**src/rtl/bffa_pkg.sv**
```systemverilog
// Package for the first-fit block allocator: payload types, state encodings,
// register indexes and fixed field widths. No dependencies.
package bffa_pkg;

  localparam int REQ_W      = 16;
  localparam int ADDR_W     = 16;
  localparam int BSIZE_W    = 13;
  localparam int BCNT_W     = 11;
  localparam int FIRST_W    = 10;
  localparam int RUN_W      = 11;
  localparam int FREE_W     = 11;
  localparam int DIV_W      = 17;
  localparam int CFG_IDX_W  = 2;
  localparam int CFG_DATA_W = 16;

  localparam int HEADER_BYTES    = 2;
  localparam int POOL_META_BYTES = 4;
  localparam int MIN_BSIZE       = 2;
  localparam int RUN_SAT         = 2047;

  localparam logic BLK_FREE = 1'b0;
  localparam logic BLK_USED = 1'b1;

  localparam logic [CFG_DATA_W-1:0] RST_POOL_BASE   = 16'd0;
  localparam logic [BSIZE_W-1:0]    RST_BLOCK_SIZE  = 13'd4;
  localparam logic [BCNT_W-1:0]     RST_BLOCK_COUNT = 11'd64;

  typedef enum logic [CFG_IDX_W-1:0] {
    CFG_POOL_BASE   = 2'd0,
    CFG_BLOCK_SIZE  = 2'd1,
    CFG_BLOCK_COUNT = 2'd2
  } cfg_reg_e;

  typedef enum logic [1:0] {
    OUTCOME_GRANTED   = 2'd0,
    OUTCOME_NO_MEMORY = 2'd1,
    OUTCOME_NO_RUN    = 2'd2
  } outcome_e;

  typedef enum logic [2:0] {
    ST_IDLE,
    ST_DIV,
    ST_CHECK,
    ST_SCAN,
    ST_ADDR,
    ST_OUT
  } top_state_e;

  typedef enum logic [1:0] {
    MAP_CLEAR,
    MAP_IDLE,
    MAP_SCAN,
    MAP_MARK
  } map_state_e;

  typedef struct packed {
    logic [REQ_W-1:0] request_bytes;
  } req_t;

  typedef struct packed {
    outcome_e            outcome;
    logic [ADDR_W-1:0]   grant_address;
    logic [FIRST_W-1:0]  first_index;
    logic [RUN_W-1:0]    run_length;
    logic [FREE_W-1:0]   free_left;
  } rsp_t;

  typedef struct packed {
    logic start;
    logic clear;
  } map_ctrl_t;

  typedef struct packed {
    logic clearing;
    logic done;
    logic found;
  } map_stat_t;

endpackage

```
**src/rtl/bffa_stream_if.sv**
```systemverilog
// Valid/ready stream interface for the allocator channels.
// Payload type comes in as a parameter; depends on nothing else.
interface bffa_stream_if #(
  parameter type T = logic
) ();
  logic valid;
  logic ready;
  T     data;

  modport source (output valid, output data, input ready);
  modport sink   (input valid, input data, output ready);
endinterface

```
**src/rtl/bffa_div.sv**
```systemverilog
// Restoring divider, one quotient bit per cycle, for the block count of a request.
// Depends on bffa_pkg.
module bffa_div import bffa_pkg::*; (
  input  logic               clk_i,
  input  logic               rst_ni,
  input  logic               start_i,
  input  logic [DIV_W-1:0]   dividend_i,
  input  logic [BSIZE_W-1:0] divisor_i,
  output logic               done_o,
  output logic [DIV_W-1:0]   quotient_o
);

  localparam int STEP_W = $clog2(DIV_W);

  logic               busy_q, busy_d;
  logic               done_q, done_d;
  logic [STEP_W-1:0]  step_q, step_d;
  logic [DIV_W-1:0]   num_q, num_d;
  logic [BSIZE_W-1:0] rem_q, rem_d;
  logic [BSIZE_W-1:0] dvs_q, dvs_d;
  logic [BSIZE_W:0]   trial;
  logic               qbit;

  always_comb begin
    trial  = {rem_q, num_q[DIV_W-1]};
    qbit   = (trial >= {1'b0, dvs_q});
    busy_d = busy_q;
    done_d = 1'b0;
    step_d = step_q;
    num_d  = num_q;
    rem_d  = rem_q;
    dvs_d  = dvs_q;
    if (start_i) begin
      busy_d = 1'b1;
      step_d = '0;
      num_d  = dividend_i;
      rem_d  = '0;
      dvs_d  = divisor_i;
    end else if (busy_q) begin
      num_d  = {num_q[DIV_W-2:0], qbit};
      rem_d  = qbit ? BSIZE_W'(trial - {1'b0, dvs_q}) : trial[BSIZE_W-1:0];
      step_d = step_q + STEP_W'(1);
      if (step_q == STEP_W'(DIV_W - 1)) begin
        busy_d = 1'b0;
        done_d = 1'b1;
      end
    end
  end

  always_ff @(posedge clk_i or negedge rst_ni) begin
    if (!rst_ni) begin
      busy_q <= 1'b0;
      done_q <= 1'b0;
      step_q <= '0;
    end else begin
      busy_q <= busy_d;
      done_q <= done_d;
      step_q <= step_d;
    end
  end

  always_ff @(posedge clk_i) begin
    num_q <= num_d;
    rem_q <= rem_d;
    dvs_q <= dvs_d;
  end

  assign done_o     = done_q;
  assign quotient_o = num_q;

endmodule

```
**src/rtl/bffa_map.sv**
```systemverilog
// Block used map: one-bit memory with clear pass, first-fit scan and run marking.
// Depends on bffa_pkg.
module bffa_map import bffa_pkg::*; #(
  parameter int MaxBlocks = 1024,
  localparam int IDX_W = $clog2(MaxBlocks),
  localparam int CNT_W = $clog2(MaxBlocks + 1)
) (
  input  logic             clk_i,
  input  logic             rst_ni,
  input  map_ctrl_t        ctrl_i,
  input  logic [CNT_W-1:0] cnt_i,
  input  logic [CNT_W-1:0] need_i,
  output map_stat_t        stat_o,
  output logic [IDX_W-1:0] first_o
);

  logic mem_q [MaxBlocks];

  map_state_e       state_q, state_d;
  logic [CNT_W-1:0] ptr_q, ptr_d;
  logic [CNT_W-1:0] run_q, run_d;
  logic [CNT_W-1:0] left_q, left_d;
  logic [IDX_W-1:0] chk_q, chk_d;
  logic [IDX_W-1:0] first_q, first_d;
  logic             pend_q, pend_d;
  logic             done_q, done_d;
  logic             found_q, found_d;
  logic             rd_data_q;

  logic             rd_more;
  logic [CNT_W-1:0] run_new;
  logic [CNT_W-1:0] run_start;

  logic             mem_we;
  logic [IDX_W-1:0] mem_waddr;
  logic             mem_wdata;
  logic             mem_re;
  logic [IDX_W-1:0] mem_raddr;

  assign rd_more   = (ptr_q < cnt_i);
  assign run_new   = rd_data_q ? '0 : run_q + CNT_W'(1);
  assign run_start = CNT_W'(chk_q) + CNT_W'(1) - need_i;

  always_comb begin
    state_d = state_q;
    ptr_d   = ptr_q;
    run_d   = run_q;
    left_d  = left_q;
    chk_d   = chk_q;
    first_d = first_q;
    pend_d  = pend_q;
    done_d  = 1'b0;
    found_d = found_q;
    if (ctrl_i.clear) begin
      state_d = MAP_CLEAR;
      ptr_d   = '0;
    end else begin
      case (state_q)
        MAP_CLEAR: begin
          ptr_d = ptr_q + CNT_W'(1);
          if (ptr_q == CNT_W'(MaxBlocks - 1)) begin
            state_d = MAP_IDLE;
          end
        end
        MAP_IDLE: begin
          if (ctrl_i.start) begin
            state_d = MAP_SCAN;
            ptr_d   = '0;
            run_d   = '0;
            pend_d  = 1'b0;
          end
        end
        MAP_SCAN: begin
          pend_d = rd_more;
          if (rd_more) begin
            ptr_d = ptr_q + CNT_W'(1);
            chk_d = ptr_q[IDX_W-1:0];
          end
          if (pend_q) begin
            run_d = run_new;
            if (run_new == need_i) begin
              first_d = run_start[IDX_W-1:0];
              ptr_d   = run_start;
              left_d  = need_i;
              pend_d  = 1'b0;
              state_d = MAP_MARK;
            end
          end else if (!rd_more) begin
            state_d = MAP_IDLE;
            done_d  = 1'b1;
            found_d = 1'b0;
          end
        end
        MAP_MARK: begin
          ptr_d  = ptr_q + CNT_W'(1);
          left_d = left_q - CNT_W'(1);
          if (left_q == CNT_W'(1)) begin
            state_d = MAP_IDLE;
            done_d  = 1'b1;
            found_d = 1'b1;
          end
        end
        default: begin
          state_d = MAP_CLEAR;
          ptr_d   = '0;
        end
      endcase
    end
  end

  always_comb begin
    mem_we    = 1'b0;
    mem_waddr = ptr_q[IDX_W-1:0];
    mem_wdata = BLK_FREE;
    mem_re    = 1'b0;
    mem_raddr = ptr_q[IDX_W-1:0];
    case (state_q)
      MAP_CLEAR: begin
        mem_we    = 1'b1;
        mem_wdata = BLK_FREE;
      end
      MAP_SCAN: begin
        mem_re = rd_more;
      end
      MAP_MARK: begin
        mem_we    = 1'b1;
        mem_wdata = BLK_USED;
      end
      default: begin
        mem_we = 1'b0;
      end
    endcase
  end

  always_ff @(posedge clk_i) begin
    if (mem_we) begin
      mem_q[mem_waddr] <= mem_wdata;
    end
    if (mem_re) begin
      rd_data_q <= mem_q[mem_raddr];
    end
  end

  always_ff @(posedge clk_i or negedge rst_ni) begin
    if (!rst_ni) begin
      state_q <= MAP_CLEAR;
      ptr_q   <= '0;
      pend_q  <= 1'b0;
      done_q  <= 1'b0;
      found_q <= 1'b0;
    end else begin
      state_q <= state_d;
      ptr_q   <= ptr_d;
      pend_q  <= pend_d;
      done_q  <= done_d;
      found_q <= found_d;
    end
  end

  always_ff @(posedge clk_i) begin
    run_q   <= run_d;
    left_q  <= left_d;
    chk_q   <= chk_d;
    first_q <= first_d;
  end

  assign stat_o.clearing = (state_q == MAP_CLEAR);
  assign stat_o.done     = done_q;
  assign stat_o.found    = found_q;
  assign first_o         = first_q;

endmodule

```
**src/rtl/bitmap_first_fit_block_allocator_top.sv**
```systemverilog
// Top level of the first-fit block allocator: registers, free counter, sequencing.
// Depends on bffa_pkg, bffa_stream_if, bffa_div and bffa_map.
//
//   channel  | dir | handshake    | payload
//   req_i    | in  | valid/ready  | req_t: request_bytes
//   rsp_o    | out | valid/ready  | rsp_t: outcome, grant_address, first_index,
//            |     |              |        run_length, free_left
//   cfg      | in  | cfg_we_i     | cfg_idx_i, cfg_wdata_i
//
// A request runs through 17 divider steps, one map read per block in the first-fit
// scan and one map write per granted block. After reset and after each block_count
// write the map is cleared, one block per cycle over all MaxBlocks entries, and no
// request is accepted during that pass.
// A finished result waits in the output register while the next request is taken.
module bitmap_first_fit_block_allocator_top import bffa_pkg::*; #(
  parameter int MaxBlocks = 1024
) (
  input  logic                  clk_i,
  input  logic                  rst_ni,
  bffa_stream_if.sink           req_i,
  bffa_stream_if.source         rsp_o,
  input  logic                  cfg_we_i,
  input  logic [CFG_IDX_W-1:0]  cfg_idx_i,
  input  logic [CFG_DATA_W-1:0] cfg_wdata_i
);

  localparam int IDX_W  = $clog2(MaxBlocks);
  localparam int CNT_W  = $clog2(MaxBlocks + 1);
  localparam int PROD_W = IDX_W + BSIZE_W;

  function automatic logic [CNT_W-1:0] clamp_count(logic [BCNT_W-1:0] c);
    if (int'(c) > MaxBlocks) begin
      return CNT_W'(MaxBlocks);
    end
    return CNT_W'(c);
  endfunction

  top_state_e state_q, state_d;

  logic [CFG_DATA_W-1:0] pool_base_q;
  logic [BSIZE_W-1:0]    block_size_q;
  logic [BCNT_W-1:0]     block_count_q;
  logic [CNT_W-1:0]      free_q;

  logic [DIV_W-1:0]      need_q;
  logic [IDX_W-1:0]      first_q;
  logic [PROD_W-1:0]     prod_q;
  rsp_t                  res_q;
  rsp_t                  out_q;
  logic                  out_valid_q;

  logic [BSIZE_W-1:0]    bs_eff;
  logic [CNT_W-1:0]      cnt;
  logic [DIV_W-1:0]      dividend;
  logic                  req_fire;
  logic                  out_load;
  logic                  no_memory;
  logic                  cnt_write;
  logic [ADDR_W-1:0]     grant_addr;
  logic [CNT_W:0]        meta_sum;

  logic                  div_start;
  logic                  div_done;
  logic [DIV_W-1:0]      quotient;

  map_ctrl_t             map_ctrl;
  map_stat_t             map_stat;
  logic [IDX_W-1:0]      map_first;

  assign bs_eff    = (block_size_q < BSIZE_W'(MIN_BSIZE)) ? BSIZE_W'(MIN_BSIZE) : block_size_q;
  assign cnt       = clamp_count(block_count_q);
  assign dividend  = DIV_W'(req_i.data.request_bytes) + DIV_W'(HEADER_BYTES)
                   + DIV_W'(bs_eff) - DIV_W'(1);
  assign req_fire  = req_i.valid && req_i.ready;
  assign no_memory = (need_q > DIV_W'(free_q));
  assign cnt_write = cfg_we_i && (cfg_idx_i == CFG_BLOCK_COUNT);
  assign meta_sum  = (CNT_W + 1)'(cnt) + (CNT_W + 1)'(3);
  assign grant_addr = pool_base_q + ADDR_W'(POOL_META_BYTES) + ADDR_W'(meta_sum >> 2)
                    + ADDR_W'(prod_q);

  always_comb begin
    state_d = state_q;
    case (state_q)
      ST_IDLE: begin
        if (req_fire) begin
          state_d = ST_DIV;
        end
      end
      ST_DIV: begin
        if (div_done) begin
          state_d = ST_CHECK;
        end
      end
      ST_CHECK: begin
        state_d = no_memory ? ST_OUT : ST_SCAN;
      end
      ST_SCAN: begin
        if (map_stat.done) begin
          state_d = map_stat.found ? ST_ADDR : ST_OUT;
        end
      end
      ST_ADDR: begin
        state_d = ST_OUT;
      end
      ST_OUT: begin
        if (out_load) begin
          state_d = ST_IDLE;
        end
      end
      default: begin
        state_d = ST_IDLE;
      end
    endcase
  end

  always_comb begin
    req_i.ready    = 1'b0;
    div_start      = 1'b0;
    map_ctrl.start = 1'b0;
    map_ctrl.clear = cnt_write;
    out_load       = 1'b0;
    case (state_q)
      ST_IDLE: begin
        req_i.ready = !map_stat.clearing;
        div_start   = req_fire;
      end
      ST_CHECK: begin
        map_ctrl.start = !no_memory;
      end
      ST_OUT: begin
        out_load = !out_valid_q || rsp_o.ready;
      end
      default: begin
        req_i.ready = 1'b0;
      end
    endcase
  end

  bffa_div u_div (
    .clk_i      (clk_i),
    .rst_ni     (rst_ni),
    .start_i    (div_start),
    .dividend_i (dividend),
    .divisor_i  (bs_eff),
    .done_o     (div_done),
    .quotient_o (quotient)
  );

  bffa_map #(
    .MaxBlocks (MaxBlocks)
  ) u_map (
    .clk_i   (clk_i),
    .rst_ni  (rst_ni),
    .ctrl_i  (map_ctrl),
    .cnt_i   (cnt),
    .need_i  (need_q[CNT_W-1:0]),
    .stat_o  (map_stat),
    .first_o (map_first)
  );

  always_ff @(posedge clk_i or negedge rst_ni) begin
    if (!rst_ni) begin
      state_q       <= ST_IDLE;
      pool_base_q   <= RST_POOL_BASE;
      block_size_q  <= RST_BLOCK_SIZE;
      block_count_q <= RST_BLOCK_COUNT;
      free_q        <= clamp_count(RST_BLOCK_COUNT);
    end else begin
      state_q <= state_d;
      if (cfg_we_i) begin
        case (cfg_idx_i)
          CFG_POOL_BASE:   pool_base_q   <= cfg_wdata_i;
          CFG_BLOCK_SIZE:  block_size_q  <= cfg_wdata_i[BSIZE_W-1:0];
          CFG_BLOCK_COUNT: block_count_q <= cfg_wdata_i[BCNT_W-1:0];
          default:         pool_base_q   <= pool_base_q;
        endcase
      end
      if (cnt_write) begin
        free_q <= clamp_count(cfg_wdata_i[BCNT_W-1:0]);
      end else if (state_q == ST_SCAN && map_stat.done && map_stat.found) begin
        free_q <= free_q - need_q[CNT_W-1:0];
      end
    end
  end

  always_ff @(posedge clk_i) begin
    if (state_q == ST_DIV && div_done) begin
      need_q           <= quotient;
      res_q.run_length <= (quotient > DIV_W'(RUN_SAT)) ? RUN_W'(RUN_SAT) : quotient[RUN_W-1:0];
    end
    if (state_q == ST_CHECK && no_memory) begin
      res_q.outcome       <= OUTCOME_NO_MEMORY;
      res_q.grant_address <= '0;
      res_q.first_index   <= '0;
      res_q.free_left     <= FREE_W'(free_q);
    end
    if (state_q == ST_SCAN && map_stat.done) begin
      if (map_stat.found) begin
        first_q <= map_first;
        prod_q  <= PROD_W'(map_first) * PROD_W'(bs_eff);
      end else begin
        res_q.outcome       <= OUTCOME_NO_RUN;
        res_q.grant_address <= '0;
        res_q.first_index   <= '0;
        res_q.free_left     <= FREE_W'(free_q);
      end
    end
    if (state_q == ST_ADDR) begin
      res_q.outcome       <= OUTCOME_GRANTED;
      res_q.grant_address <= grant_addr;
      res_q.first_index   <= FIRST_W'(first_q);
      res_q.free_left     <= FREE_W'(free_q);
    end
    if (out_load) begin
      out_q <= res_q;
    end
  end

  always_ff @(posedge clk_i or negedge rst_ni) begin
    if (!rst_ni) begin
      out_valid_q <= 1'b0;
    end else if (out_load) begin
      out_valid_q <= 1'b1;
    end else if (rsp_o.ready) begin
      out_valid_q <= 1'b0;
    end
  end

  assign rsp_o.valid = out_valid_q;
  assign rsp_o.data  = out_q;

  a_free_bounded: assert property (@(posedge clk_i) disable iff (!rst_ni)
    free_q <= cnt)
    else $error("free block counter exceeds block count");

  a_run_in_pool: assert property (@(posedge clk_i) disable iff (!rst_ni)
    (state_q == ST_ADDR) |->
      ({1'b0, CNT_W'(first_q)} + {1'b0, need_q[CNT_W-1:0]}) <= {1'b0, cnt})
    else $error("granted run extends past the pool");

  a_free_debit: assert property (@(posedge clk_i) disable iff (!rst_ni)
    (state_q == ST_ADDR) |-> (free_q + need_q[CNT_W-1:0] == $past(free_q)))
    else $error("free counter not debited by the run length");

  a_refusal_zero: assert property (@(posedge clk_i) disable iff (!rst_ni)
    (rsp_o.valid && rsp_o.data.outcome != OUTCOME_GRANTED) |->
      (rsp_o.data.grant_address == '0 && rsp_o.data.first_index == '0))
    else $error("refused transaction carries an address");

endmodule

```
**src/flat_wrapper.sv**
```systemverilog
// flat-port wrapper written by rule: the top's interface ports become plain ports
module bitmap_first_fit_block_allocator_top_flat import bffa_pkg::*;
#(
  parameter int MaxBlocks = 1024
)
  (clk_i, rst_ni, cfg_we_i, cfg_idx_i, cfg_wdata_i, req_i_valid, req_i_data, req_i_ready, rsp_o_valid, rsp_o_data, rsp_o_ready);
  bffa_stream_if #(.T(req_t)) req_i_i ();
  bffa_stream_if #(.T(rsp_t)) rsp_o_i ();
  input  logic clk_i;
  input  logic rst_ni;
  input  logic cfg_we_i;
  input  logic [CFG_IDX_W-1:0] cfg_idx_i;
  input  logic [CFG_DATA_W-1:0] cfg_wdata_i;
  input wire logic [$bits(req_i_i.valid)-1:0] req_i_valid;
  input wire logic [$bits(req_i_i.data)-1:0] req_i_data;
  output wire logic [$bits(req_i_i.ready)-1:0] req_i_ready;
  output wire logic [$bits(rsp_o_i.valid)-1:0] rsp_o_valid;
  output wire logic [$bits(rsp_o_i.data)-1:0] rsp_o_data;
  input wire logic [$bits(rsp_o_i.ready)-1:0] rsp_o_ready;
  assign req_i_i.valid = req_i_valid;
  assign req_i_i.data = req_i_data;
  assign req_i_ready = req_i_i.ready;
  assign rsp_o_valid = rsp_o_i.valid;
  assign rsp_o_data = rsp_o_i.data;
  assign rsp_o_i.ready = rsp_o_ready;
  bitmap_first_fit_block_allocator_top #(.MaxBlocks(MaxBlocks)) u_core (.clk_i(clk_i), .rst_ni(rst_ni), .req_i(req_i_i), .rsp_o(rsp_o_i), .cfg_we_i(cfg_we_i), .cfg_idx_i(cfg_idx_i), .cfg_wdata_i(cfg_wdata_i));
endmodule
```
**config.mk**
```make
export PLATFORM = sky130hd
export DESIGN_NAME = bitmap_first_fit_block_allocator_top_flat
export DESIGN_NICKNAME = d
export VERILOG_FILES = /design/src/rtl/bffa_pkg.sv /design/src/rtl/bffa_stream_if.sv /design/src/rtl/bffa_div.sv /design/src/rtl/bffa_map.sv /design/src/rtl/bitmap_first_fit_block_allocator_top.sv /design/src/flat_wrapper.sv
export SDC_FILE = /design/constraint.sdc
export NUM_CORES = 2
export LEC_CHECK = 0
export ABC_CLOCK_PERIOD_IN_PS = 15700
export BUFFER_PORTS_ARGS = -buffer_cell sky130_fd_sc_hd__buf_2
export CAP_MARGIN = 40
export CORE_ASPECT_RATIO = 0.75
export CORE_MARGIN = 2
export CORE_UTILIZATION = 57
export CTS_CLUSTER_DIAMETER = 120
export DETAILED_ROUTE_END_ITERATION = 10
export GPL_ROUTABILITY_DRIVEN = 0
export PLACE_DENSITY = 0.82
export SYNTH_ARGS = -nofsm -noshare
export SYNTH_HDL_FRONTEND = slang
export SYNTH_SLANG_ARGS = --single-unit
```
**constraint.sdc**
```tcl
create_clock -name clk_i -period 15.7 [get_ports clk_i]
set_input_delay 3.14 -clock clk_i [delete_from_list [all_inputs] [get_ports clk_i]]
set_output_delay 3.14 -clock clk_i [all_outputs]
set_load 0.05 [all_outputs]
```
-- Word level (Yosys, flattened, before mapping)
Memories as Yosys holds them, arrays and structs flattened. A register that Yosys moved wholly into a read port is not among the register bits.
Index checks and enable logic that the tools add are counted.
- register bits: 306
- RAM bits: 1024
- output and inout port bits: 52
- memories: 1
- add/sub/neg operators: 15
- multipliers: 1
- order comparisons: 7
- equality and inequality tests: 29
- mux-type cells: 80
- bitwise operators: 1
- reduce and logical (&&, ||, !) cells: 31
- memory list (memory ; depth ; bits a word ; read ports ; clocked after Yosys merged registers in ; write ports ; line ; text):
    u_core.u_map.mem_q ; 1024 ; 1 ; 1 ; 1 ; 1 ; bffa_map.sv:17 ; logic mem_q [MaxBlocks];
- operators by type and width (kind ; number):
    2-to-1 mux 11 bit ; 19
    2-to-1 mux 28 bit ; 3
    one-hot mux 11 bit (2 select lines) ; 2
    2-to-1 mux 17 bit ; 2
    one-hot mux 11 bit (3 select lines) ; 1
    2-to-1 mux 1 bit ; 31
    2-to-1 mux 13 bit ; 2
    2-to-1 mux 26 bit ; 1
    adder 11 x 1 -> 11 bit (second input constant) ; 2
    greater-than comparator 11 bit (second input constant) ; 2
    subtractor 11 bit ; 2
    one-hot mux 3 bit (6 select lines) ; 1
    adder 16 x 2 -> 17 bit (second input constant) ; 1
    adder 17 x 13 -> 17 bit ; 1
    greater-than comparator 17 x 11 -> 1 bit ; 1
    greater-than comparator 17 x 11 -> 1 bit (second input constant) ; 1
    subtractor 17 x 1 -> 17 bit (second input constant) ; 1
    adder 16 x 10 -> 16 bit ; 1
    adder 16 bit ; 1
    adder 16 x 3 -> 16 bit (second input constant) ; 1
    multiplier 10 x 13 -> 16 bit ; 1
    AND reduction 4 bit ; 4
    2-to-1 mux 3 bit ; 5
    >= comparator 14 x 13 -> 1 bit ; 1
    36 further kinds ; 77

-- Depth between registers and ports, before layout
- depth after elaboration: 9
- depth in mapped cells: 22

-- Hierarchy
A second synthesis with hierarchy kept.
- cell total of the unflattened synthesis: 4742
- area, all modules: 62976.6 µm²
- modules (own cells, without submodules) (module ; instances ; cells each ; area each (µm²) ; sequential area each (µm²)):
    bffa_map ; 1 ; 3351 ; 47709.5 ; 32441.1
    bitmap_first_fit_block_allocator_top ; 1 ; 1144 ; 12463.2 ; 5283.8
    bffa_div ; 1 ; 247 ; 2803.9 ; 1336.3

-- Worst setup path before layout
No wires, ideal clock.
- path type: register -> register
- from: register u_core.u_map.state_q[0]
- to: memory u_core.u_map.mem_q[0] (data pin)
- library setup time: 2908 ps
- arrival time: 13457 ps
- slack: -665 ps
- stages on the path, launching flop included: 2
- cell sequence: dfrtp_1 -> ha_1
- word-level cells in the longest chain between the ends: 2
- ends and longest elaborated chain (what ; line ; text):
    start, declared ; bffa_map.sv:19 ; map_state_e state_q, state_d;
    start signal, assigned ; bffa_map.sv:152 ; state_q <= state_d;
    equality test 2 bit ; bffa_map.sv:117 ; case (state_q)
    2-to-1 mux 1 bit ; bffa_map.sv:117 ;
    via u_core.u_map.mem_wdata ; bffa_map.sv:36 ; logic mem_wdata;
    end, declared ; bffa_map.sv:17 ;
The timed path passes the listed nets, and every way through them passes these cells.

-- Worst setup path after layout
- from: register u_core.block_size_q[7]
- to: register u_core.prod_q[14] (data pin)
- word-level cells in the longest chain between the ends: 3
- ends and longest elaborated chain (what ; line ; text):
    start, declared ; bitmap_first_fit_block_allocator_top.sv:41 ; logic [BSIZE_W-1:0] block_size_q;
    start signal, assigned ; bitmap_first_fit_block_allocator_top.sv:173 ; CFG_BLOCK_SIZE: block_size_q <= cfg_wdata_i[BSIZE_W-1:0];
    < comparator 13 x 2 -> 1 bit ; bitmap_first_fit_block_allocator_top.sv:70 ; assign bs_eff = (block_size_q < BSIZE_W'(MIN_BSIZE)) ? BSIZE_W'(MIN_BSIZE) : block_size_q;
    2-to-1 mux 13 bit ; bitmap_first_fit_block_allocator_top.sv:70 ;
    via u_core.bs_eff[1] ; bitmap_first_fit_block_allocator_top.sv:52 ; logic [BSIZE_W-1:0] bs_eff;
    multiplier 10 x 13 -> 16 bit ; bitmap_first_fit_block_allocator_top.sv:200 ; prod_q <= PROD_W'(map_first) * PROD_W'(bs_eff);
    end signal, assigned ; bitmap_first_fit_block_allocator_top.sv:200 ;
    end, declared ; bitmap_first_fit_block_allocator_top.sv:47 ; logic [PROD_W-1:0] prod_q;
The timed path passes the listed nets, and every way through them passes these cells.
A chain may end at the register's enable or synchronous reset.

==> impl_metrics.ini <==
[sta]
min_period_over_period_pct = 38.8
hold_viol = 0
finalSetupTns_ns = 0
slew_violations = 0
finalCriticalPeriod_ns = 6.09
fmax_mhz = 164
setup_viol = 0
maxSlewHeadroom_pct = 19.3
fin_skew_ns = 0.0974
rsz0062_at_grt = no
worstMarginPinSlew_ns = 1.21

[final_layout]
final_common_cell = edfxtp_1
nets = 5442
drive_gt1_share_pct = 10.6
area_growth_pct = 10.1
final-instance-count-excl-fill = 6716
utilization_pct = 63.5
layout_common_cells = edfxtp_1, nor2_1, mux2i_1
final_area_sq_um = 69700

[floorplanning]
pin_count = 91
core_area_sq_um = 110000
die-height_um = 292
die_area_sq_um = 114000
start_util_pct = 57.7
placementRows = 105
die_x_um = 389

[placement]
dpl-instance-area_sq_um = 65700
dp_cells = 6488
post-dp-hpwl_mm = 105
numPortBuffers = 90

[clock_network]
clock-sinks = 1331
clk_transition_reported_paths_ns = 0.07
cts_buffer_depth = 3
htree_levels = 3
clk_latency_ns = 0.78
cts_tree = built
cts_made_buffers = 120
holdBufCountCts = 0
root_buffer = clkbuf_16
post-cts-setup-buffers = 0
postCtsResizedCells = 0

[worst_hold_path]
hp-class = reg -> reg

[synth]
ys_ff_latch = 1331
syn-num-nets = 5481
async_flop_share_pct = 5.86
synth_area_per_cell_sq_um = 12.2
ys_warn_count = 0
netlist_area_sq_um = 63300
synth_edf_count = 1201
ys_seq_area_share_pct = 61.8
synth-main-ff-cell = edfxtp_1
synthDistinctLibCells = 87
netlist_instances = 5205

[route]
drtAntennaViolNets = 0
via_per_inst = 6.53
wire_per_inst_um = 26.4
first_iter_violations = 7844
dr_total_vias = 43900
wl_mm = 177
first_pass_iters = 6
drc = 0

[power_and_ir_drop]
leakage_uw = 0.0234
powerDensity_nw_per_um2 = 150
ir_drop_mv = 0.147

[worst_setup_path]
crit_path_cell_trace = nor4_1 > nand3_1 > nand2b_1 > inv_1 > nor2b_1 > fa_1 > ha_1 > ha_1 > inv_1 > fa_1 > inv_1 > fa_1 > ha_1 > a21oi_1 > o21bai_1 > a21oi_1 > nor2b_1 > o2111ai_1 > nand3_1 > o41a_1 > xor2_1
cpPeakStageDelay_ns = 0.55
worstPathArrival_ns = 6.60
path_class = reg -> reg
worstPathRequired_ns = 16.20
end_kind = flip-flop
slowest_stage = dfrtp_1
path_max_fanout = 13
start_kind = flip-flop

[global_routing]
grt_first_pass_wirelength_mm = 261
antenna_found_initial = 6
grt_pass1_vias = 41800
grt_overflow = 0
track_usage_pct = 30.7
grt_max_degree = 271

[job]
maxCapViolCount = 0

[run_status]
status = completed
-- power by group --
part           leakage, uW  switching [uW]  total, uW  internal [uW]
combinational      0.00902            1770       3010           1230
sequential          0.0125             200       4450           4250
clock              0.00191            1350       2980           1630
total               0.0234            3320      10400           7110
-- area by class of cell --
class / instances / area (sq um)
Fill cell: 7639 / 40000
Sequential cell: 1331 / 39100
Multi-Input combinational cell: 3302 / 22100
Clock buffer: 154 / 3190
Timing Repair Buffer: 221 / 2000
Tap cell: 1444 / 1810
Clock inverter: 72 / 754
Inverter: 190 / 713
Antenna cell: 2 / 5.00
-- kinds of logic after synthesis --
kind of cell    after synthesis  synth area share [%]
flops                      1331                  61.8
simple gates               1865                  12.6
buf+inv                     572                  3.49
xor+xnor                    110                  1.57
other cells                   1               0.00593
fa+ha+maj                   237                  5.66
compound gates              543                  5.51
mux                         546                  9.41
-- through the flow --
step	total power [uW]	setup WS [ns]	hold WS [ns]
3_5_place_dp	7420	9.40	0.405
3_3_place_gp	7300	9.64	0.404
5_1_grt	10800	9.26	0.427
6_report	10400	9.61	0.419
2_1_floorplan	6730	6.70	0.400
4_1_cts	10400	9.74	0.421
-- Yosys cell counts, drive strengths merged (12+ instances only) --
cell type / n / area share [%]
buf: 109 / 0.74
nand4: 20 / 0.22
nor2: 1171 / 6.9
a21oi: 86 / 0.68
xnor2: 69 / 0.96
or2: 26 / 0.26
and2: 41 / 0.41
mux2: 39 / 0.69
nand3: 72 / 0.57
xor2: 39 / 0.54
dfxtp: 52 / 1.6
a211oi: 12 / 0.14
dfrtp: 75 / 3.0
and3: 22 / 0.23
ha: 155 / 3.1
a21o: 17 / 0.20
nor2b: 39 / 0.39
inv: 189 / 1.1
nor3: 45 / 0.36
o21ai: 93 / 0.74
fa: 82 / 2.6
edfxtp: 1201 / 57
a22o: 26 / 0.36
nor4: 63 / 0.63
nand2: 301 / 1.8
nand3b: 12 / 0.14
mux4: 35 / 1.2
o22ai: 209 / 2.1
clkbuf: 273 / 1.6
nand2b: 16 / 0.16
mux2i: 472 / 7.5
-- layer usage --
metal / up-vias / wire (um) / global-route usage [%]
li1: 18500 / - / -
met1: 21300 / 64900 / 43.2
met4: 10 / 8550 / 12.9
met2: 3476 / 76600 / 45.4
met5: - / 70 / 0
met3: 663 / 27000 / 8.49
-- state kept, by name, indices dropped and copies added, names as in the netlist, 2 cells and up --
signal,flops
u_core.free_q,11
u_core.pool_base_q,16
u_core.u_div.step_q,5
u_core.u_map.state_q,2
u_core.block_count_q,11
u_core.need_q,17
u_core.u_div.rem_q,13
u_core.u_map.ptr_q,11
u_core.rsp_o.data,50
u_core.u_div.quotient_o,17
u_core.state_q,3
u_core.u_map.run_q,11
u_core.res_q,50
u_core.u_map.chk_q,10
u_core.u_div.dvs_q,13
u_core.u_map.left_q,11
u_core.u_map.first_o,10
u_core.block_size_q,13
u_core.prod_q,16
u_core.u_map.mem_q,1024
u_core.first_q,10
-- final timing paths --
kind	from	endpoint	slack (ns)	depth (start not counted)
max	u_core.block_size_q[7]$_DFFE_PN0P_	u_core.prod_q[14]$_DFFE_PP_	9.61	21
min	u_core.res_q[21]$_SDFFCE_PN1P_	u_core.rsp_o.data[21]$_DFFE_PP_	0.42	0
max reg2reg	u_core.block_size_q[7]$_DFFE_PN0P_	u_core.prod_q[14]$_DFFE_PP_	9.61	21
min reg2reg	u_core.res_q[21]$_SDFFCE_PN1P_	u_core.rsp_o.data[21]$_DFFE_PP_	0.42	0
max in group asynchronous	rst_ni	u_core.u_map.ptr_q[1]$_DFFE_PN0P_	12.60	3
min in group asynchronous	rst_ni	u_core.block_count_q[7]$_DFFE_PN0P_	2.26	1
-- critical path: cells and delay by family (launching register included) --
family,cells,cell delay (ns)
AO/OA/AOI/OAI,5,1.16
XOR/XNOR,1,0.15
adder cells (fa/ha/maj),6,2.14
buffers and inverters,3,0.35
flip-flops,1,0.55
AND/OR/NAND/NOR,6,1.48
Power figures use the tool's default switching activity.
